<file path="src/hdl/lstg_pkg.sv">
`default_nettype none
package lstg_pkg;

    localparam int PIX_W = 6;
    localparam int LEN_W = 7;
    localparam int COLOR_W = 24;
    localparam int CFG_IDX_W = 3;
    localparam int NUM_W = 14;
    localparam int DEN_W = 8;

    typedef enum logic [CFG_IDX_W-1:0] {
        CFG_COMET_COLOR  = 3'd0,
        CFG_TRAIL_LENGTH = 3'd1,
        CFG_COMET_COUNT  = 3'd2,
        CFG_MOTION_MODE  = 3'd3,
        CFG_STRIP_LENGTH = 3'd4
    } cfg_idx_t;

    typedef enum logic [1:0] {
        MOVE_FORWARD  = 2'd0,
        MOVE_BACKWARD = 2'd1,
        MOVE_BOUNCE   = 2'd2,
        MOVE_SPARE    = 2'd3
    } move_mode_t;

    typedef struct packed {
        logic load;
        logic sp_start;
        logic sp_take;
        logic clr;
        logic paint;
        logic rd;
        logic br_start;
        logic out_load;
        logic pix_adv;
        logic move;
    } lstg_cmd_t;

    typedef struct packed {
        logic div_busy;
        logic clr_last;
        logic paint_act;
        logic lit;
        logic out_taken;
        logic pix_last;
    } lstg_stat_t;

endpackage
`default_nettype wire

</file>
<file path="src/hdl/lstg_req_if.sv">
`default_nettype none
interface lstg_req_if;
    logic                 valid;
    logic                 ready;
    logic                 override_valid;
    logic [5:0]           override_index;

    modport source (output valid, output override_valid, output override_index, input ready);
    modport sink   (input valid, input override_valid, input override_index, output ready);
endinterface
`default_nettype wire

</file>
<file path="src/hdl/lstg_pix_if.sv">
`default_nettype none
interface lstg_pix_if;
    logic                 valid;
    logic                 ready;
    logic [5:0]           pixel_index;
    logic [23:0]          pixel_color;
    logic                 frame_last;

    modport source (output valid, output pixel_index, output pixel_color, output frame_last,
                    input ready);
    modport sink   (input valid, input pixel_index, input pixel_color, input frame_last,
                    output ready);
endinterface
`default_nettype wire

</file>
<file path="src/hdl/lstg_divider.sv">
`default_nettype none
module lstg_divider
    import lstg_pkg::*;
(
    input  wire logic             clk,
    input  wire logic             rst_n,
    input  wire logic             start,
    input  wire logic [NUM_W-1:0] num,
    input  wire logic [DEN_W-1:0] den,
    output logic                  busy,
    output logic [NUM_W-1:0]      quo
);
    localparam int CNT_W = $clog2(NUM_W + 1);

    logic [DEN_W-1:0] rem_reg, rem_next;
    logic [NUM_W-1:0] quo_reg, quo_next;
    logic [DEN_W-1:0] den_reg, den_next;
    logic [CNT_W-1:0] cnt_reg, cnt_next;
    logic [DEN_W:0]   trial;
    logic [DEN_W:0]   diff;

    always_comb
    begin
        trial    = {rem_reg, quo_reg[NUM_W-1]};
        diff     = trial - {1'b0, den_reg};
        rem_next = rem_reg;
        quo_next = quo_reg;
        den_next = den_reg;
        cnt_next = cnt_reg;
        if (start)
        begin
            rem_next = '0;
            quo_next = num;
            den_next = den;
            cnt_next = CNT_W'(NUM_W);
        end
        else if (cnt_reg != '0)
        begin
            if (trial >= {1'b0, den_reg})
            begin
                rem_next = diff[DEN_W-1:0];
                quo_next = {quo_reg[NUM_W-2:0], 1'b1};
            end
            else
            begin
                rem_next = trial[DEN_W-1:0];
                quo_next = {quo_reg[NUM_W-2:0], 1'b0};
            end
            cnt_next = cnt_reg - 1'b1;
        end
    end

    always_ff @(posedge clk or negedge rst_n)
    begin
        if (!rst_n)
        begin
            cnt_reg <= '0;
        end
        else
        begin
            cnt_reg <= cnt_next;
        end
    end

    always_ff @(posedge clk)
    begin
        rem_reg <= rem_next;
        quo_reg <= quo_next;
        den_reg <= den_next;
    end

    assign busy = (cnt_reg != '0);
    assign quo  = quo_reg;
endmodule
`default_nettype wire

</file>
<file path="src/hdl/lstg_datapath.sv">
`default_nettype none
module lstg_datapath
    import lstg_pkg::*;
#(
    parameter int MAX_PIXELS = 64
)
(
    input  wire logic                 clk,
    input  wire logic                 rst_n,
    input  wire logic                 cfg_we,
    input  wire logic [CFG_IDX_W-1:0] cfg_index,
    input  wire logic [COLOR_W-1:0]   cfg_data,
    input  wire logic                 ovr_valid,
    input  wire logic [PIX_W-1:0]     ovr_index,
    input  wire lstg_cmd_t            cmd,
    output lstg_stat_t                stat,
    lstg_pix_if.source                pix
);
    localparam int AW = $clog2(MAX_PIXELS);
    localparam logic [LEN_W-1:0] LEN_MAX = LEN_W'(MAX_PIXELS);

    logic [COLOR_W-1:0] color_reg;
    logic [7:0]         trail_reg;
    logic [LEN_W-1:0]   count_reg;
    move_mode_t         mode_reg;
    logic [LEN_W-1:0]   slen_reg;

    logic [LEN_W-1:0]   len_reg, len_next;
    logic [PIX_W-1:0]   pos_reg, pos_next;
    logic               bounce_reg, bounce_next;
    logic [LEN_W-1:0]   spacing_reg;
    logic [LEN_W-1:0]   inst_reg;
    logic [PIX_W-1:0]   i_reg;
    logic [PIX_W-1:0]   base_reg;
    logic [PIX_W-1:0]   idx_reg;
    logic [PIX_W-1:0]   pix_reg;
    logic [PIX_W:0]     rd_reg;

    logic               out_valid_reg;
    logic [PIX_W-1:0]   out_index_reg;
    logic [COLOR_W-1:0] out_color_reg;
    logic               out_last_reg;

    logic [PIX_W:0]     mem [MAX_PIXELS];

    logic [PIX_W-1:0]   last_pix;
    logic [PIX_W-1:0]   pos_src;
    logic [LEN_W-1:0]   limit;
    logic               i_last;
    logic [LEN_W-1:0]   base_sum;
    logic [PIX_W-1:0]   base_wrap;
    logic               div_start;
    logic [NUM_W-1:0]   div_num;
    logic [DEN_W-1:0]   div_den;
    logic               div_busy;
    logic [NUM_W-1:0]   div_quo;
    logic [7:0]         bright;
    logic [COLOR_W-1:0] faded;

    function automatic logic [7:0] scale_ch(input logic [7:0] c, input logic [7:0] f);
        logic [15:0] x;
        logic [16:0] y;
        x = c * f;
        y = {1'b0, x} + {9'b0, x[15:8]} + 17'd1;
        return y[15:8];
    endfunction

    lstg_divider u_div (
        .clk   (clk),
        .rst_n (rst_n),
        .start (div_start),
        .num   (div_num),
        .den   (div_den),
        .busy  (div_busy),
        .quo   (div_quo)
    );

    always_comb
    begin
        if (slen_reg == '0)
            len_next = LEN_W'(1);
        else if (slen_reg > LEN_MAX)
            len_next = LEN_MAX;
        else
            len_next = slen_reg;
        pos_src = ovr_valid ? ovr_index : pos_reg;
        if ({1'b0, pos_src} >= len_next)
            pos_next = PIX_W'(len_next - 1'b1);
        else
            pos_next = pos_src;
        bounce_next = ovr_valid ? 1'b0 : bounce_reg;
    end

    assign last_pix  = PIX_W'(len_reg - 1'b1);
    assign limit     = (trail_reg >= {1'b0, len_reg}) ? len_reg : trail_reg[LEN_W-1:0];
    assign i_last    = ({1'b0, i_reg} + 1'b1) == limit;
    assign base_sum  = {1'b0, base_reg} + spacing_reg;
    assign base_wrap = (base_sum >= len_reg) ? PIX_W'(base_sum - len_reg) : PIX_W'(base_sum);

    assign div_start = cmd.sp_start | cmd.br_start;
    assign div_num   = cmd.sp_start ? NUM_W'(len_reg)
                                    : ({rd_reg[PIX_W-1:0], 8'b0} - NUM_W'(rd_reg[PIX_W-1:0]));
    assign div_den   = cmd.sp_start ? DEN_W'(count_reg) : trail_reg;

    assign bright = 8'hFF - div_quo[7:0];
    assign faded  = {scale_ch(color_reg[23:16], bright),
                     scale_ch(color_reg[15:8], bright),
                     scale_ch(color_reg[7:0], bright)};

    always_ff @(posedge clk or negedge rst_n)
    begin
        if (!rst_n)
        begin
            color_reg     <= 24'hFFFFFF;
            trail_reg     <= 8'd4;
            count_reg     <= LEN_W'(1);
            mode_reg      <= MOVE_FORWARD;
            slen_reg      <= LEN_W'(64);
            pos_reg       <= '0;
            bounce_reg    <= 1'b0;
            out_valid_reg <= 1'b0;
        end
        else
        begin
            if (cfg_we)
            begin
                unique case (cfg_index)
                    CFG_COMET_COLOR:  color_reg <= cfg_data;
                    CFG_TRAIL_LENGTH: trail_reg <= cfg_data[7:0];
                    CFG_COMET_COUNT:  count_reg <= cfg_data[LEN_W-1:0];
                    CFG_MOTION_MODE:  mode_reg  <= move_mode_t'(cfg_data[1:0]);
                    CFG_STRIP_LENGTH: slen_reg  <= cfg_data[LEN_W-1:0];
                    default: ;
                endcase
            end
            if (cmd.load)
            begin
                pos_reg    <= pos_next;
                bounce_reg <= bounce_next;
            end
            else if (cmd.move)
            begin
                unique case (mode_reg)
                    MOVE_BOUNCE:
                    begin
                        if (pos_reg >= last_pix)
                        begin
                            bounce_reg <= 1'b1;
                            if (pos_reg != '0)
                                pos_reg <= pos_reg - 1'b1;
                        end
                        else if (pos_reg == '0)
                        begin
                            bounce_reg <= 1'b0;
                            pos_reg    <= pos_reg + 1'b1;
                        end
                        else if (bounce_reg)
                            pos_reg <= pos_reg - 1'b1;
                        else
                            pos_reg <= pos_reg + 1'b1;
                    end
                    MOVE_BACKWARD:
                        pos_reg <= (pos_reg == '0) ? last_pix : pos_reg - 1'b1;
                    default:
                        pos_reg <= (pos_reg >= last_pix) ? '0 : pos_reg + 1'b1;
                endcase
            end
            if (cmd.out_load)
                out_valid_reg <= 1'b1;
            else if (pix.ready)
                out_valid_reg <= 1'b0;
        end
    end

    always_ff @(posedge clk)
    begin
        if (cmd.load)
            len_reg <= len_next;
        if (cmd.sp_take)
        begin
            spacing_reg <= (count_reg > LEN_W'(1)) ? div_quo[LEN_W-1:0] : len_reg;
            inst_reg    <= '0;
            i_reg       <= '0;
            base_reg    <= pos_reg;
            idx_reg     <= pos_reg;
            pix_reg     <= '0;
        end
        else if (cmd.clr)
        begin
            pix_reg <= (pix_reg == last_pix) ? '0 : pix_reg + 1'b1;
        end
        else if (cmd.paint)
        begin
            if (i_last)
            begin
                i_reg    <= '0;
                inst_reg <= inst_reg + 1'b1;
                base_reg <= base_wrap;
                idx_reg  <= base_wrap;
            end
            else
            begin
                i_reg   <= i_reg + 1'b1;
                idx_reg <= (idx_reg == '0) ? last_pix : idx_reg - 1'b1;
            end
        end
        else if (cmd.pix_adv)
        begin
            pix_reg <= pix_reg + 1'b1;
        end
        if (cmd.clr)
            mem[pix_reg[AW-1:0]] <= '0;
        else if (cmd.paint)
            mem[idx_reg[AW-1:0]] <= {1'b1, i_reg};
        if (cmd.rd)
            rd_reg <= mem[pix_reg[AW-1:0]];
        if (cmd.out_load)
        begin
            out_index_reg <= pix_reg;
            out_color_reg <= rd_reg[PIX_W] ? faded : '0;
            out_last_reg  <= (pix_reg == last_pix);
        end
    end

    assign stat.div_busy  = div_busy;
    assign stat.clr_last  = (pix_reg == last_pix);
    assign stat.paint_act = (inst_reg < count_reg) && (limit != '0);
    assign stat.lit       = rd_reg[PIX_W];
    assign stat.out_taken = out_valid_reg & pix.ready;
    assign stat.pix_last  = out_last_reg;

    assign pix.valid       = out_valid_reg;
    assign pix.pixel_index = out_index_reg;
    assign pix.pixel_color = out_color_reg;
    assign pix.frame_last  = out_last_reg;
endmodule
`default_nettype wire

</file>
<file path="src/hdl/lstg_ctrl.sv">
`default_nettype none
module lstg_ctrl
    import lstg_pkg::*;
(
    input  wire logic       clk,
    input  wire logic       rst_n,
    input  wire logic       req_valid,
    output logic            req_ready,
    input  wire lstg_stat_t stat,
    output lstg_cmd_t       cmd
);
    typedef enum logic [10:0] {
        S_IDLE    = 11'b000_0000_0001,
        S_SPSTART = 11'b000_0000_0010,
        S_SPWAIT  = 11'b000_0000_0100,
        S_CLEAR   = 11'b000_0000_1000,
        S_PAINT   = 11'b000_0001_0000,
        S_READ    = 11'b000_0010_0000,
        S_BRSTART = 11'b000_0100_0000,
        S_BRWAIT  = 11'b000_1000_0000,
        S_SCALE   = 11'b001_0000_0000,
        S_OUT     = 11'b010_0000_0000,
        S_MOVE    = 11'b100_0000_0000
    } state_t;

    state_t state_reg, state_next;

    always_comb
    begin
        state_next = state_reg;
        cmd        = '0;
        req_ready  = 1'b0;
        unique case (state_reg)
            S_IDLE:
            begin
                req_ready = 1'b1;
                if (req_valid)
                begin
                    cmd.load   = 1'b1;
                    state_next = S_SPSTART;
                end
            end
            S_SPSTART:
            begin
                cmd.sp_start = 1'b1;
                state_next   = S_SPWAIT;
            end
            S_SPWAIT:
            begin
                if (!stat.div_busy)
                begin
                    cmd.sp_take = 1'b1;
                    state_next  = S_CLEAR;
                end
            end
            S_CLEAR:
            begin
                cmd.clr = 1'b1;
                if (stat.clr_last)
                    state_next = S_PAINT;
            end
            S_PAINT:
            begin
                if (stat.paint_act)
                    cmd.paint = 1'b1;
                else
                    state_next = S_READ;
            end
            S_READ:
            begin
                cmd.rd     = 1'b1;
                state_next = S_BRSTART;
            end
            S_BRSTART:
            begin
                if (stat.lit)
                begin
                    cmd.br_start = 1'b1;
                    state_next   = S_BRWAIT;
                end
                else
                    state_next = S_SCALE;
            end
            S_BRWAIT:
            begin
                if (!stat.div_busy)
                    state_next = S_SCALE;
            end
            S_SCALE:
            begin
                cmd.out_load = 1'b1;
                state_next   = S_OUT;
            end
            S_OUT:
            begin
                if (stat.out_taken)
                begin
                    if (stat.pix_last)
                        state_next = S_MOVE;
                    else
                    begin
                        cmd.pix_adv = 1'b1;
                        state_next  = S_READ;
                    end
                end
            end
            S_MOVE:
            begin
                cmd.move   = 1'b1;
                state_next = S_IDLE;
            end
            default:
                state_next = S_IDLE;
        endcase
    end

    always_ff @(posedge clk or negedge rst_n)
    begin
        if (!rst_n)
            state_reg <= S_IDLE;
        else
            state_reg <= state_next;
    end
endmodule
`default_nettype wire

</file>
<file path="src/hdl/led_sweep_trail_generator_top.sv">
`default_nettype none
// channel   role    payload                                 transaction
// req       sink    override_valid, override_index          one frame request
// pix       source  pixel_index, pixel_color, frame_last    one pixel of the frame
// cfg       write   cfg_we, cfg_index, cfg_data             one register write
//
// A frame clears L buffer entries, paints C*min(T,L) trail pixels, then reads and
// sends L pixels (L strip length, C comets, T trail length): the frame buffer
// clear and paint use one memory write port, and each lit pixel waits on the shared
// divider for its brightness. One frame is in work at a time; req is ready only
// between frames. A stall on pix holds the pixel register and the controller.
// rst_n clears the registers to their reset values, the position and the direction.
module led_sweep_trail_generator_top
    import lstg_pkg::*;
#(
    parameter int MAX_PIXELS = 64
)
(
    input  wire logic                 clk,
    input  wire logic                 rst_n,
    input  wire logic                 cfg_we,
    input  wire logic [CFG_IDX_W-1:0] cfg_index,
    input  wire logic [COLOR_W-1:0]   cfg_data,
    lstg_req_if.sink                  req,
    lstg_pix_if.source                pix
);
    lstg_cmd_t  cmd;
    lstg_stat_t stat;
    logic       req_ready;

    assign req.ready = req_ready;

    lstg_ctrl u_ctrl (
        .clk       (clk),
        .rst_n     (rst_n),
        .req_valid (req.valid),
        .req_ready (req_ready),
        .stat      (stat),
        .cmd       (cmd)
    );

    lstg_datapath #(
        .MAX_PIXELS (MAX_PIXELS)
    ) u_dp (
        .clk       (clk),
        .rst_n     (rst_n),
        .cfg_we    (cfg_we),
        .cfg_index (cfg_index),
        .cfg_data  (cfg_data),
        .ovr_valid (req.override_valid),
        .ovr_index (req.override_index),
        .cmd       (cmd),
        .stat      (stat),
        .pix       (pix)
    );
endmodule
`default_nettype wire

</file>
<file path="src/flat_wrapper.sv">
// flat-port wrapper written by rule: the top's interface ports become plain ports
module led_sweep_trail_generator_top_flat import lstg_pkg::*;
#(
    parameter int MAX_PIXELS = 64
)
  (clk, rst_n, cfg_we, cfg_index, cfg_data, req_valid, req_override_valid, req_override_index, req_ready, pix_valid, pix_pixel_index, pix_pixel_color, pix_frame_last, pix_ready);
  lstg_req_if req_i ();
  lstg_pix_if pix_i ();
  input  wire logic clk;
  input  wire logic rst_n;
  input  wire logic cfg_we;
  input  wire logic [CFG_IDX_W-1:0] cfg_index;
  input  wire logic [COLOR_W-1:0] cfg_data;
  input wire logic [$bits(req_i.valid)-1:0] req_valid;
  input wire logic [$bits(req_i.override_valid)-1:0] req_override_valid;
  input wire logic [$bits(req_i.override_index)-1:0] req_override_index;
  output wire logic [$bits(req_i.ready)-1:0] req_ready;
  output wire logic [$bits(pix_i.valid)-1:0] pix_valid;
  output wire logic [$bits(pix_i.pixel_index)-1:0] pix_pixel_index;
  output wire logic [$bits(pix_i.pixel_color)-1:0] pix_pixel_color;
  output wire logic [$bits(pix_i.frame_last)-1:0] pix_frame_last;
  input wire logic [$bits(pix_i.ready)-1:0] pix_ready;
  assign req_i.valid = req_valid;
  assign req_i.override_valid = req_override_valid;
  assign req_i.override_index = req_override_index;
  assign req_ready = req_i.ready;
  assign pix_valid = pix_i.valid;
  assign pix_pixel_index = pix_i.pixel_index;
  assign pix_pixel_color = pix_i.pixel_color;
  assign pix_frame_last = pix_i.frame_last;
  assign pix_i.ready = pix_ready;
  led_sweep_trail_generator_top #(.MAX_PIXELS(MAX_PIXELS)) u_core (.clk(clk), .rst_n(rst_n), .cfg_we(cfg_we), .cfg_index(cfg_index), .cfg_data(cfg_data), .req(req_i), .pix(pix_i));
endmodule
</file>
<file path="config.mk">
export PLATFORM = sky130hd
export DESIGN_NAME = led_sweep_trail_generator_top_flat
export DESIGN_NICKNAME = d
export VERILOG_FILES = /design/src/hdl/lstg_pkg.sv /design/src/hdl/lstg_req_if.sv /design/src/hdl/lstg_pix_if.sv /design/src/hdl/lstg_divider.sv /design/src/hdl/lstg_datapath.sv /design/src/hdl/lstg_ctrl.sv /design/src/hdl/led_sweep_trail_generator_top.sv /design/src/flat_wrapper.sv
export SDC_FILE = /design/constraint.sdc
export NUM_CORES = 1
export LEC_CHECK = 0
export ABC_AREA = 0
export BUFFER_PORTS_ARGS = -buffer_cell sky130_fd_sc_hd__buf_4
export CORE_UTILIZATION = 45
export CTS_CLUSTER_DIAMETER = 40
export DETAILED_ROUTE_END_ITERATION = 10
export PLACE_DENSITY_LB_ADDON = 0.15
export SYNTH_ARGS = -nofsm -noshare
export SYNTH_HDL_FRONTEND = slang
export SYNTH_SLANG_ARGS = --single-unit
</file>
<file path="constraint.sdc">
create_clock -name clk -period 6.8 [get_ports clk]
set_input_delay 1.36 -clock clk [delete_from_list [all_inputs] [get_ports clk]]
set_output_delay 1.36 -clock clk [all_outputs]
set_load 0.01 [all_outputs]
</file>
== After elaboration in Yosys (flattened, before gate mapping) ==
Memory sizes are Yosys's and may differ from the RTL's. A register that Yosys moved wholly into a read port is not among the register bits.
Index checks and enable logic that the tools add are counted.

* Memory bits (writable): 448
* Memories kept: 1
* Bits in registers: 177
* Word-level logic and storage cells: 199
* Bits of input ports: 39

* Order comparisons: 8
* Reductions and logical operators: 30
* Bitwise gates (word level): 3
* Add/sub/neg operators: 21
* Eq/ne operators: 29
* Muxes and demuxes: 80
* Multipliers: 3

{| class="wikitable"
|+ Memories
! name !! depth !! width !! rd ports !! clocked after memory_dff !! wr ports !! RTL line !! source
|-
| u_core.u_dp.mem || 64 || 7 || 1 || 1 || 1 || lstg_datapath.sv:44 || <nowiki>logic [PIX_W:0] mem [MAX_PIXELS];</nowiki>
|}

{| class="wikitable"
|+ Operator list
! kind !! number
|-
| $mux W6 || 26
|-
| $pmux W11 S10 || 1
|-
| $mux W11 || 7
|-
| $add A16 B1 Y16 const B || 3
|-
| $add A16 B8 Y16 || 3
|-
| $mul A8 B8 Y16 || 3
|-
| $mux W14 || 3
|-
| $mux W7 || 6
|-
| $mux W1 || 32
|-
| $sub A6 B1 Y6 const B || 4
|-
| $add A6 B1 Y6 const B || 3
|-
| $reduce_and A2 Y1 || 9
|-
| $reduce_bool A2 Y1 || 7
|-
| $sub A14 B6 Y14 || 1
|-
| $logic_not A6 Y1 || 2
|-
| $pmux W6 S2 || 1
|-
| $eq A11 B1 Y1 const B || 1
|-
| $eq A11 B10 Y1 const B || 1
|-
| $eq A11 B11 Y1 const B || 1
|-
| $eq A11 B2 Y1 const B || 1
|-
| $eq A11 B3 Y1 const B || 1
|-
| $eq A11 B4 Y1 const B || 1
|-
| $eq A11 B5 Y1 const B || 1
|-
| $eq A11 B6 Y1 const B || 1
|-
| 45 further kinds || 55
|}

== Longest topological paths before layout ==
Gate-level depths: netlist (run 1).

* Depth in word-level cells: 11
* Depth in mapped cells: 28

== Cells and area by module ==
From an unflattened synthesis (run 1), not the netlist that was laid out.

* Cells, all modules: 2722
* Area total of the unflattened synthesis: 35858.1 µm²

{| class="wikitable"
|+ By module, submodules not included
! module !! seq. area each (µm²) !! cells an instance !! area an instance (µm²) !! times used
|-
| lstg_datapath || 17190.2 || 2477 || 33240.6 || 1
|-
| lstg_divider || 920.9 || 162 || 1865.5 || 1
|-
| lstg_ctrl || 276.5 || 83 || 752.0 || 1
|}

== Worst setup path after synthesis (run 1) ==
No wires, ideal clock.

* Path type: reg-to-reg
* From: register u_core.u_dp.u_div.quo_reg[7], in the netlist u_core.u_dp.u_div.quo[7]
* To: register u_core.u_dp.out_color_reg[11], in the netlist u_core.u_dp.pix.pixel_color[11], data pin
* Stages on the path, launching flop included: 28
* Required time: 6534 ps
* Data arrival time: 6270 ps
* Path slack: 264 ps
* Buffers on the path: 2
* Library setup time: 266 ps
* Cell sequence: edfxtp_1 > clkbuf_1 > nand2b_1 > fa_1 > fa_1 > inv_1 > fa_1 > inv_1 > fa_1 > inv_1 > ha_1 > a21oi_1 > a2bb2oi_1 > a211o_1 > nor2_1 > nor3b_1 > xor2_1 > inv_1 > ha_1 > a21o_1 > a21o_1 > or4_1 > o221a_2 > and2_1 > clkbuf_1 > nand3_1 > xor2_1 > nor2_1

* Longest elaborated chain between the ends: 4

{| class="wikitable"
|+ RTL lines
! item !! RTL line !! source
|-
| from (decl) || lstg_divider.sv:16 || <nowiki>logic [NUM_W-1:0] quo_reg, quo_next;</nowiki>
|-
| from (signal assigned) || lstg_divider.sv:68 || <nowiki>quo_reg <= quo_next;</nowiki>
|-
| $sub A8 B8 Y8 || lstg_datapath.sv:105 || <nowiki>assign bright = 8'hFF - div_quo[7:0];</nowiki>
|-
| $mul A8 B8 Y16 || lstg_datapath.sv:63 || <nowiki>x = c * f;</nowiki>
|-
| $add A16 B8 Y16 || lstg_datapath.sv:64 || <nowiki>y = {1'b0, x} + {9'b0, x[15:8]} + 17'd1;</nowiki>
|-
| $add A16 B1 Y16 || lstg_datapath.sv:64 ||
|-
| to (signal assigned) || lstg_datapath.sv:220 || <nowiki>out_color_reg <= rd_reg[PIX_W] ? faded : '0;</nowiki>
|-
| to (decl) || lstg_datapath.sv:41 || <nowiki>logic [COLOR_W-1:0] out_color_reg;</nowiki>
|}

No other way between the ends.
A chain may end at the register's enable or synchronous reset.

== Worst setup path after layout (run 1) ==
* From: register u_core.u_dp.u_div.quo_reg[3], in the netlist u_core.u_dp.u_div.quo[3]
* To: register u_core.u_dp.out_color_reg[10], in the netlist u_core.u_dp.pix.pixel_color[10], data pin

The elaborated chain is that of the path after synthesis.

==> results of run 1 <==
-- cell usage in the layout (no fill, tap or decap), types with 11 or more instances in the layout --
cell and count:
buf_4 125, nand2_1 138, clkinv_4 11, clkinv_1 18, dfstp_2 28, inv_6 12
edfxtp_1 534, nand4_1 13, a21o_1 29, o211ai_1 11, o21ai_0 77, ha_1 183
nand2b_1 42, and3_1 13, or3_1 12, or4_1 12, mux4_2 147, dfxtp_1 23
clkbuf_16 97, mux2i_1 25, o21a_1 18, dfrtp_1 43, a21oi_1 67, a31oi_1 13
nor3_1 39, nor2_1 157, fa_1 111, clkinv_2 14, xor2_1 37, nand3_1 60
mux2_2 46, nor2b_1 170, xnor2_1 67, inv_1 220
-- path summary, 6_finish.rpt --
check,end,slack [ns],cells after the start
worst max register to register,u_core.u_dp.pix.pixel_color[10]$_SDFFCE_PN0P_,0.24,24
min in group asynchronous,u_core.u_dp.pos_reg[0]$_DFFE_PN0P_,0.54,1
worst min register to register,u_core.u_dp.u_div.rem_reg[7]$_SDFFE_PN0P_,0.46,2
worst max-delay path,u_core.u_dp.pix.pixel_color[10]$_SDFFCE_PN0P_,0.24,24
max in group asynchronous,u_core.u_dp.u_div.cnt_reg[3]$_DFFE_PN0P_,5.11,2
worst min-delay path,u_core.u_dp.u_div.rem_reg[7]$_SDFFE_PN0P_,0.46,2
-- routing by layer --
metal	wire [um]	track usage, %
met5	0	0
met1	36400	28.9
met4	2880	8.05
met3	3710	3.10
met2	43200	37.6
-- stage by stage --
step / cell area (um2) / setup TNS, ns
after floorplan: 35500 / 0
after global placement: 37300 / 0
after detailed placement: 37300 / 0
after CTS: 40600 / 0
after global routing: 40800 / -0.0997
final: 40800 / 0
-- logic make-up (layout without fill, tap and decap cells) --
family          after synthesis  in the layout  share of synthesized area, %
xor+xnor                    107            107                          2.70
mux                         219            219                          11.5
buf+inv                     325            540                          3.48
fa+ha+maj                   300            300                          12.9
compound gates              332            332                          6.37
simple gates                739            739                          11.1
flops                       632            632                          51.8
other cells                   0              2                             0
-- timing repair --
item | in CTS | in global routing
gates resized for setup | 0 | 34
setup endpoints to repair | 0 | 18
setup buffers | 0 | 16
endpoints found under the hold margin | 0 | 0
-- cell type report --
type                       instances  area [um2]  area share [%]
sequential                       632       18400            45.0
multi-input combinational       1697       16000            39.2
clock buffer                     109        2490            6.10
tap                             1040        1300            3.19
timing repair buffer             133        1050            2.56
inverter                         225         845            2.07
clock inverter                    73         761            1.86
antenna                            2        5.00          0.0123
-- synthesized netlist by cell type, types with 11 or more instances --
library cell,instances
xnor2_1,67
nor2b_1,175
ha_1,187
mux2_2,46
dfstp_2,28
nand3_1,60
or4_1,12
or3_1,12
inv_1,221
dfxtp_1,27
clkbuf_1,71
nand2b_1,44
a21oi_1,70
o21ai_0,77
mux2i_1,25
xor2_1,38
and3_1,13
mux4_2,147
fa_1,111
and2_1,14
buf_2,11
a21o_1,29
nor2_1,158
a31oi_1,15
dfrtp_1,43
buf_1,18
edfxtp_1,534
o21a_1,18
o211ai_1,11
nand4_1,13
nor3_1,39
nand2_1,138
-- worst max-delay path, delay by kind of cell (launching register included) --
kind	cells	cell delay, ns
flip-flops	1	0.51
AO/OA/AOI/OAI	5	0.96
AND/OR/NAND/NOR	8	1.54
adder cells (fa/ha/maj)	6	2.64
buffers and inverters	3	0.17
XOR/XNOR	2	0.40
==> results.yml, run 1 <==
run_status:
  outcome: "complete, no violations"
synth:
  synth_seq_area_share_pct: 51.8
  ys_ff_latch: 632
  syn_area_um2: 35500
  synth_top_cell_area_share_pct: 45.2
  synth_edf_count: 534
  yosysTopAreaCell: "edfxtp_1"
  synth-warning-count: 0
  ys.flop_type: "edfxtp_1"
  syn_nets: 2991
  avgSynthCellArea_um2: 13.4
  synth_cells: 2654
  async_reset_ff_share_pct: 11.2
  synthDistinctLibCells: 104
  synth_area_leaders: "edfxtp_1 (45%), mux4_2 (9.3%), ha_1 (6.6%)"
flow_run:
  maxCapViolCount: 0
clock_tree:
  cts_hold_buffers: 0
  numCtsBuffers: 96
  htree_num_levels: 3
  clk-insertion-delay-late_ns: 0.67
  cts.path.max_buffers: 3
  clkSlewWorstSetupHoldPaths_ns: 0.05
  cts-root-buf: "clkbuf_16"
  cts.sinks: 632
  cts_tree: "done"
timing:
  report.final.slew_viol_count: 0
  rsz0062_at_grt: "true"
  min_period_over_period_pct: 96.5
  worst_slew_pin_slew_ns: 1.21
  max_slew_margin_pct: 19.1
  setup_slack_ns: 0.240
  hold_viol: 0
  clock.fmax_ghz: 0.152
  fin_crit_ns: 6.56
  setup_viol: 0
  timing.hold.ws_ns: 0.456
  fin_skew_ns: 0.0548
worst_setup_path:
  path_max_fanout: 5
  crit_chain: "nand2b_1 > fa_1 > fa_1 > inv_1 > fa_1 > inv_1 > fa_1 > inv_1 > ha_4 > and3_1 > a2bb2oi_2 > a211o_1 > nor2_1 > nand4bb_1 > o21ai_0 > xnor2_1 > ha_1 > a21o_1 > or4_1 > o221a_2 > and2_2 > nand2_1 > xor2_1 > nor2_1"
  critical_path_class: "reg2reg"
  cp_data_required_time_ns: 7.13
  r2r-start: "u_core.u_dp.u_div.quo[3]$_DFFE_PP_"
  cp_common_cell: "fa_1"
  worstPathArrival_ns: 6.89
  end_kind: "register"
  critPathLaunch: "u_core.u_dp.u_div.quo[3]$_DFFE_PP_"
  startpoint_type: "register"
  slowest_delay_ns: 0.53
  crit_slowest_cell: "fa_1"
final_layout:
  fillCellCount: 6533
  final_nets: 3122
  utilization_pct: 52.5
  synthToLayoutAreaGrowth_pct: 15.1
  layout.cells.non_filler: 3911
  largest_reg_flops: 448
  drive_gt1_share_pct: 20.6
worst_hold_path:
  hold_path_class: "reg2reg"
  hold_start: "u_core.u_dp.u_div.rem_reg[7]$_SDFFE_PN0P_"
place:
  globalplace.congestion: 0.872
  place_ws_ns: 0.137
  io_buffer_count: 71
  dp_cells: 3711
  hpwl_um: 60400
global_route:
  grt_overflow: 0
  grt_antenna_before_repair: 2
  grt_pass1_wl_um: 134000
  grt_use_total_pct: 22.1
  grt_pass1_vias: 22400
  grt_max_degree: 67
drt:
  wl_per_cell_um: 22.0
  drtIter0Drc: 1674
  first_pass_iters: 5
  viasPerCell: 5.61
  drt-total-wl_um: 86100
  dr_total_vias: 21900
  postRouteAntennaNets: 0
  drc: 0
die:
  die_h_um: 283
  pin_count: 72
  num_rows: 102
  dieArea_um2: 80000
  coreArea_um2: 77700
  start_util_pct: 45.6
  die_w_um: 283
Power of run 1 is left out: the tool's default activity adds up to more than one toggle a clock period on the data nets, which glitch-free logic cannot reach.
==> run 2, diff against run 1 <==
--- a/config.mk
+++ b/config.mk
@@ -13,4 +13,5 @@
 export PLACE_DENSITY_LB_ADDON = 0.15
 export SYNTH_ARGS = -nofsm -noshare
 export SYNTH_HDL_FRONTEND = slang
+export SYNTH_HIERARCHICAL = 1
 export SYNTH_SLANG_ARGS = --single-unit
==> constraint.sdc (replaced) <==
create_clock -name clk -period 8 [get_ports clk]
set_input_delay 1.6 -clock clk [delete_from_list [all_inputs] [get_ports clk]]
set_output_delay 1.6 -clock clk [all_outputs]
set_load 0.01 [all_outputs]
==> run 2 against run 1 <==
- critical path depth is the same
- register-to-register slack gained 0.52 ns
- synthesized cell count grew 2.6%
- routed wire length shrank 0.62%
- maximum frequency shrank 9.4%
- final cell count grew 0.92%
- hold slack gained 0.038 ns
- sequential share of layout area is essentially flat
- utilization shrank 0.71 points
- die area grew 1.1%
- worst setup slack gained 0.52 ns
- sequential cell count is the same
- critical endpoint is now u_core/u_dp/pix.pixel_color[8]$_SDFFCE_PN0P_
- largest cell class unchanged
==> results.yml, run 2 <==
timing:
  worst_slew_pin_slew_ns: 1.24
  min_period_over_period_pct: 90.6
  setup_slack_ns: 0.756
  fin_skew_ns: 0.0571
  fin_crit_ns: 7.24
  hold_viol: 0
  finalSetupTns_ns: 0
  max_slew_margin_pct: 17.4
  rsz0062_at_grt: "false"
  report.final.slew_viol_count: 0
  setup_viol: 0
  clock.fmax_ghz: 0.138
worst_hold_path:
  hold_path_class: "reg2reg"
  hold_start: "u_core/u_dp/u_div/rem_reg[7]$_SDFFE_PP0P_"
global_route:
  grt_pass1_vias: 23200
  grt_overflow: 0
  grt_antenna_before_repair: 0
  grt_pass1_wl_um: 134000
  grt_use_total_pct: 21.5
  grt_max_degree: 121
worst_setup_path:
  worstPathArrival_ns: 7.70
  startpoint_type: "register"
  slowest_delay_ns: 0.98
  crit_chain: "nand2b_1 > fa_1 > fa_1 > inv_1 > fa_1 > inv_1 > fa_1 > inv_1 > ha_1 > nand3_1 > or2_2 > a21boi_0 > a211o_1 > and2_1 > ha_1 > a21o_1 > a21oi_1 > nand4_1 > a31o_2 > o21ai_0 > nand2_1 > a211oi_1 > o211ai_1 > o31ai_1"
  crit_slowest_cell: "edfxtp_1"
  r2r-start: "u_core/u_dp/u_div/quo[4]$_DFFE_PP_"
  cp_data_required_time_ns: 8.45
  critical_path_class: "reg2reg"
  ff2ff_setup_slack_ns: 0.76
  path_max_fanout: 26
  critPathLaunch: "u_core/u_dp/u_div/quo[4]$_DFFE_PP_"
  end_kind: "register"
  cp_common_cell: "fa_1"
clock_tree:
  cts-resized-gates: 0
  cts.sinks: 632
  clk-insertion-delay-late_ns: 0.66
  numCtsBuffers: 98
  clkSlewWorstSetupHoldPaths_ns: 0.05
  cts-root-buf: "clkbuf_16"
  cts_tree: "done"
  post-cts-setup-buffers: 0
  cts.path.max_buffers: 3
  htree_num_levels: 3
  cts_hold_buffers: 0
final_layout:
  final_common_cell: "edfxtp_1"
  final_cell_mix: "edfxtp_1 (534), inv_1 (225), nor2b_1 (187), ha_1 (187), nor2_1 (177)"
  drive_gt1_share_pct: 19.3
  utilization_pct: 51.8
  synthToLayoutAreaGrowth_pct: 14.0
  fillCellCount: 6727
  multi_input_area_um2: 16200
  diodes: 0
  largest_reg_flops: 448
  regArea_um2: 18400
  final_nets: 3150
synth:
  ys.flop_type: "edfxtp_1"
  yosysMostFrequentCell: "edfxtp_1"
  synth_area_leaders: "edfxtp_1 (45%), mux4_2 (9.2%), ha_1 (6.5%)"
  synth-warning-count: 6
  ys_top_cells_by_count: "edfxtp_1 (534), inv_1 (225), ha_1 (187), nor2b_1 (187), nor2_1 (177)"
  syn_area_um2: 35900
  synth_cells: 2722
  yosysTopAreaCell: "edfxtp_1"
  avgSynthCellArea_um2: 13.2
  syn_nets: 3059
  synth_seq_area_share_pct: 51.3
  synth_edf_count: 534
  synthDistinctLibCells: 96
  ys_ff_latch: 632
  async_reset_ff_share_pct: 11.2
  synth_top_cell_area_share_pct: 44.7
drt:
  drc: 0
  viasPerCell: 5.67
  first_pass_iters: 5
  drtIter0Drc: 1638
  drt-total-wl_um: 85600
  dr_total_vias: 22400
  postRouteAntennaNets: 0
  wl_per_cell_um: 21.7
place:
  hpwl_um: 58400
  io_buffer_count: 71
  place_ws_ns: 0.850
  globalplace.congestion: 0.886
die:
  pin_count: 72
  coreArea_um2: 78900
  die_w_um: 284
  num_rows: 103
  die_h_um: 284
  dieArea_um2: 80800
  start_util_pct: 45.5
run_status:
  outcome: "complete, no violations"
flow_run:
  maxCapViolCount: 0
==> run 2: cell types whose count changed after synthesis, moves of 8 or more <==
cell      change
a21oi_1      +23
nand2_1      -20
mux2_2       +19
nor2_1       +19
xnor2_1      -13
nor2b_1      +12
nand3_1      -10
and3_1        +9
nand2b_1      +9
o31ai_1       +9
a211oi_1      +8
mux2i_1       -8
o21a_1        -8
o21ai_0       +8
==> run 2: layout make-up <==
type                    count  share of cell area [%]
flip-flops and latches    632                    45.0
multi-input cells        1759                    39.5
clock buffers             114                    6.19
well taps                1050                    3.21
clock inverters            70                    2.19
inverters                 226                    2.07
repair buffers             96                    1.79
==> run 2: cell families (layout without fill, tap and decap cells) <==
kind of cell	after synthesis	count (layout)	share of synthesized area [%]
compound gates	374	374	6.84
xor+xnor	93	93	2.31
flops	632	632	51.3
simple gates	764	764	11.3
buf+inv	331	506	3.73
mux	229	229	11.7
fa+ha+maj	299	299	12.7
==> run 2: path summary, 6_finish.rpt <==
path | end | cells after the start
worst min register to register | u_core/u_dp/u_div/rem_reg[7]$_SDFFE_PP0P_ | 2
worst max register to register | u_core/u_dp/pix.pixel_color[8]$_SDFFCE_PN0P_ | 24
worst max-delay path | u_core/u_dp/pix.pixel_color[8]$_SDFFCE_PN0P_ | 24
min in group asynchronous | u_core/u_dp/color_reg[19]$_DFFE_PN1P_ | 1
worst min-delay path | u_core/u_dp/u_div/rem_reg[7]$_SDFFE_PP0P_ | 2
max in group asynchronous | u_core/u_dp/pos_reg[3]$_DFFE_PN0P_ | 2
==> run 2: critical path, delay by kind of cell, from the launching register on <==
family	cells	cell delay (ns)
flops	1	0.98
simple gates	6	1.07
buf+inv	3	0.14
fa+ha+maj	6	2.61
compound gates	9	2.25
==> run 2: layer usage <==
layer / track usage, % / wire length, um / share of wire [%]
met2: 36.0 / 42100 / 49
met4: 8.52 / 3240 / 3.8
met1: 27.8 / 36100 / 42
met3: 3.49 / 4130 / 4.8
met5: 0 / 0 / 0
==> run 2: through the flow <==
stage               instances  instance area [um2]  hold slack, ns
floorplan                2722                35900           0.406
global placement         3763                37500           0.463
detailed placement       3763                37500           0.466
CTS                      3947                40900           0.486
global route             3947                40900           0.539
finish                   3947                40900           0.494
Power of run 2 is left out for the same reason.
==> run 3, diff against run 2 <==
--- a/config.mk
+++ b/config.mk
@@ -8,6 +8,7 @@
 export ABC_AREA = 0
 export BUFFER_PORTS_ARGS = -buffer_cell sky130_fd_sc_hd__buf_4
 export CORE_UTILIZATION = 45
+export CTS_BUF_LIST = sky130_fd_sc_hd__clkbuf_8
 export CTS_CLUSTER_DIAMETER = 40
 export DETAILED_ROUTE_END_ITERATION = 10
 export PLACE_DENSITY_LB_ADDON = 0.15
==> run 3 against run 2 <==
- clock-buffer cell count grew 3
- worst setup slack lost 0.00095 ns
- first-iteration DRC count grew 3.7%
- critical path depth is the same
- maximum frequency is essentially flat
- register-to-register slack is essentially flat
- via count is the same
- sequential cell count is the same
- highest routed layer unchanged
==> results.yml, run 3 (synthesized netlist as in run 2, its figures left out) <==
global_route:
  grt_pass1_wl_um: 134000
  grt_overflow: 0
  grt_antenna_before_repair: 1
  grt_use_total_pct: 21.3
  grt_max_degree: 121
  grt_pass1_vias: 23200
timing:
  report.final.slew_viol_count: 0
  worst_slew_pin_slew_ns: 1.27
  fin_crit_ns: 7.25
  max_slew_margin_pct: 15.2
  fin_skew_ns: 0.0544
  hold_viol: 0
  finalSetupTns_ns: 0
  clock.fmax_ghz: 0.138
  rsz0062_at_grt: "false"
  setup_viol: 0
  min_period_over_period_pct: 90.6
run_status:
  outcome: "complete, no violations"
final_layout:
  drive_gt1_share_pct: 19.0
  utilization_pct: 50.5
  largest_reg_flops: 448
  final_nets: 3166
  final_cell_mix: "edfxtp_1 (534), inv_1 (253), nor2b_1 (187), ha_1 (187), nor2_1 (177)"
  final_common_cell: "edfxtp_1"
  synthToLayoutAreaGrowth_pct: 11.1
drt:
  viasPerCell: 5.63
  postRouteAntennaNets: 0
  first_pass_iters: 5
  dr_total_vias: 22400
  drtIter0Drc: 1698
  drc: 0
  wl_per_cell_um: 21.4
  drt-total-wl_um: 84900
die:
  start_util_pct: 45.5
  die_w_um: 284
  num_rows: 103
  pin_count: 72
  coreArea_um2: 78900
  dieArea_um2: 80800
  die_h_um: 284
worst_setup_path:
  path_max_fanout: 26
  cp_common_cell: "fa_1"
  slowest_delay_ns: 0.97
  crit_chain: "nand2b_1 > fa_1 > fa_1 > inv_1 > fa_1 > inv_1 > fa_1 > inv_1 > ha_1 > nand3_1 > or2_2 > a21boi_0 > a211o_1 > and2_1 > ha_1 > a21o_1 > a21oi_1 > a21boi_0 > a31o_2 > o21ai_0 > nand2_1 > a211oi_1 > o211ai_1 > o31ai_1"
  startpoint_type: "register"
  critical-path-top-delay-family: "adder cells"
  crit_slowest_cell: "edfxtp_1"
  worstPathArrival_ns: 7.77
  end_kind: "register"
  critical_path_class: "reg2reg"
  path_buf_inv: 3
  cp_data_required_time_ns: 8.52
clock_tree:
  cts-root-buf: "clkbuf_8"
  cts_tree: "done"
  cts-resized-gates: 0
  clkSlewWorstSetupHoldPaths_ns: 0.06
  clk-insertion-delay-late_ns: 0.75
  numCtsBuffers: 114
  cts_hold_buffers: 0
  htree_num_levels: 3
  cts.path.max_buffers: 3
  post-cts-setup-buffers: 0
  cts.sinks: 632
place:
  hpwl_um: 58400
  io_buffer_count: 71
  globalplace.congestion: 0.886
flow_run:
  maxCapViolCount: 0
worst_hold_path:
  hold_path_class: "reg2reg"
[run 3: cell count changes in the layout (fill, tap and decap cells not counted), sizes merged]
cell      delta
clkinvlp     -4
clkbuf       +3
clkinv      +13
diode        +1
bufinv       -4
inv         +19
[run 3: cell type report]
cell class,instances,area (um2)
clock inverters,94,766
inverters,226,848
fillers,6871,39000
well taps,1050,1310
clock buffers,117,1610
multi-input cells,1759,16200
repair buffers,96,733
diodes,1,2.50
flip-flops and latches,632,18400
[run 3: worst min-delay path: cells and delay by family (launching register included)]
| family | cells | cell delay [ns] |
|---|---|---|
| AO/OA/AOI/OAI | 2 | 0.13 |
| flip-flops | 1 | 0.33 |
[run 3: path summary, 6_finish.rpt]
path	start	slack [ns]	end	depth (start not counted)
max in group asynchronous	rst_n	6.09	u_core/u_dp/pos_reg[3]$_DFFE_PN0P_	2
worst min register to register	u_core/u_dp/u_div/rem_reg[7]$_SDFFE_PP0P_	0.49	u_core/u_dp/u_div/rem_reg[7]$_SDFFE_PP0P_	2
worst max register to register	u_core/u_dp/u_div/quo[4]$_DFFE_PP_	0.75	u_core/u_dp/pix.pixel_color[8]$_SDFFCE_PN0P_	24
worst max-delay path	u_core/u_dp/u_div/quo[4]$_DFFE_PP_	0.75	u_core/u_dp/pix.pixel_color[8]$_SDFFCE_PN0P_	24
worst min-delay path	u_core/u_dp/u_div/rem_reg[7]$_SDFFE_PP0P_	0.49	u_core/u_dp/u_div/rem_reg[7]$_SDFFE_PP0P_	2
min in group asynchronous	rst_n	1.12	u_core/u_dp/color_reg[19]$_DFFE_PN1P_	1
[run 3: metrics by stage]
stage / cells / instance area (um2) / setup WS (ns) / hold slack, ns
2_1_floorplan: 2722 / 35900 / 1.68 / 0.406
3_3_place_gp: 3763 / 37500 / 1.05 / 0.463
3_5_place_dp: 3763 / 37500 / 0.850 / 0.466
4_1_cts: 3974 / 39800 / 0.803 / 0.488
5_1_grt: 3975 / 39800 / 0.307 / 0.541
6_report: 3975 / 39800 / 0.755 / 0.492
[run 3: per-layer routing]
layer  track usage (%)  routed length [um]  vias up
li1                  -                   -    10200
met1              27.4               35900    11400
met2              35.8               41800      570
met3              4.00                4220      159
met4              8.19                3020        0
met5                 0                   0        -
Power of run 3 is left out for the same reason.
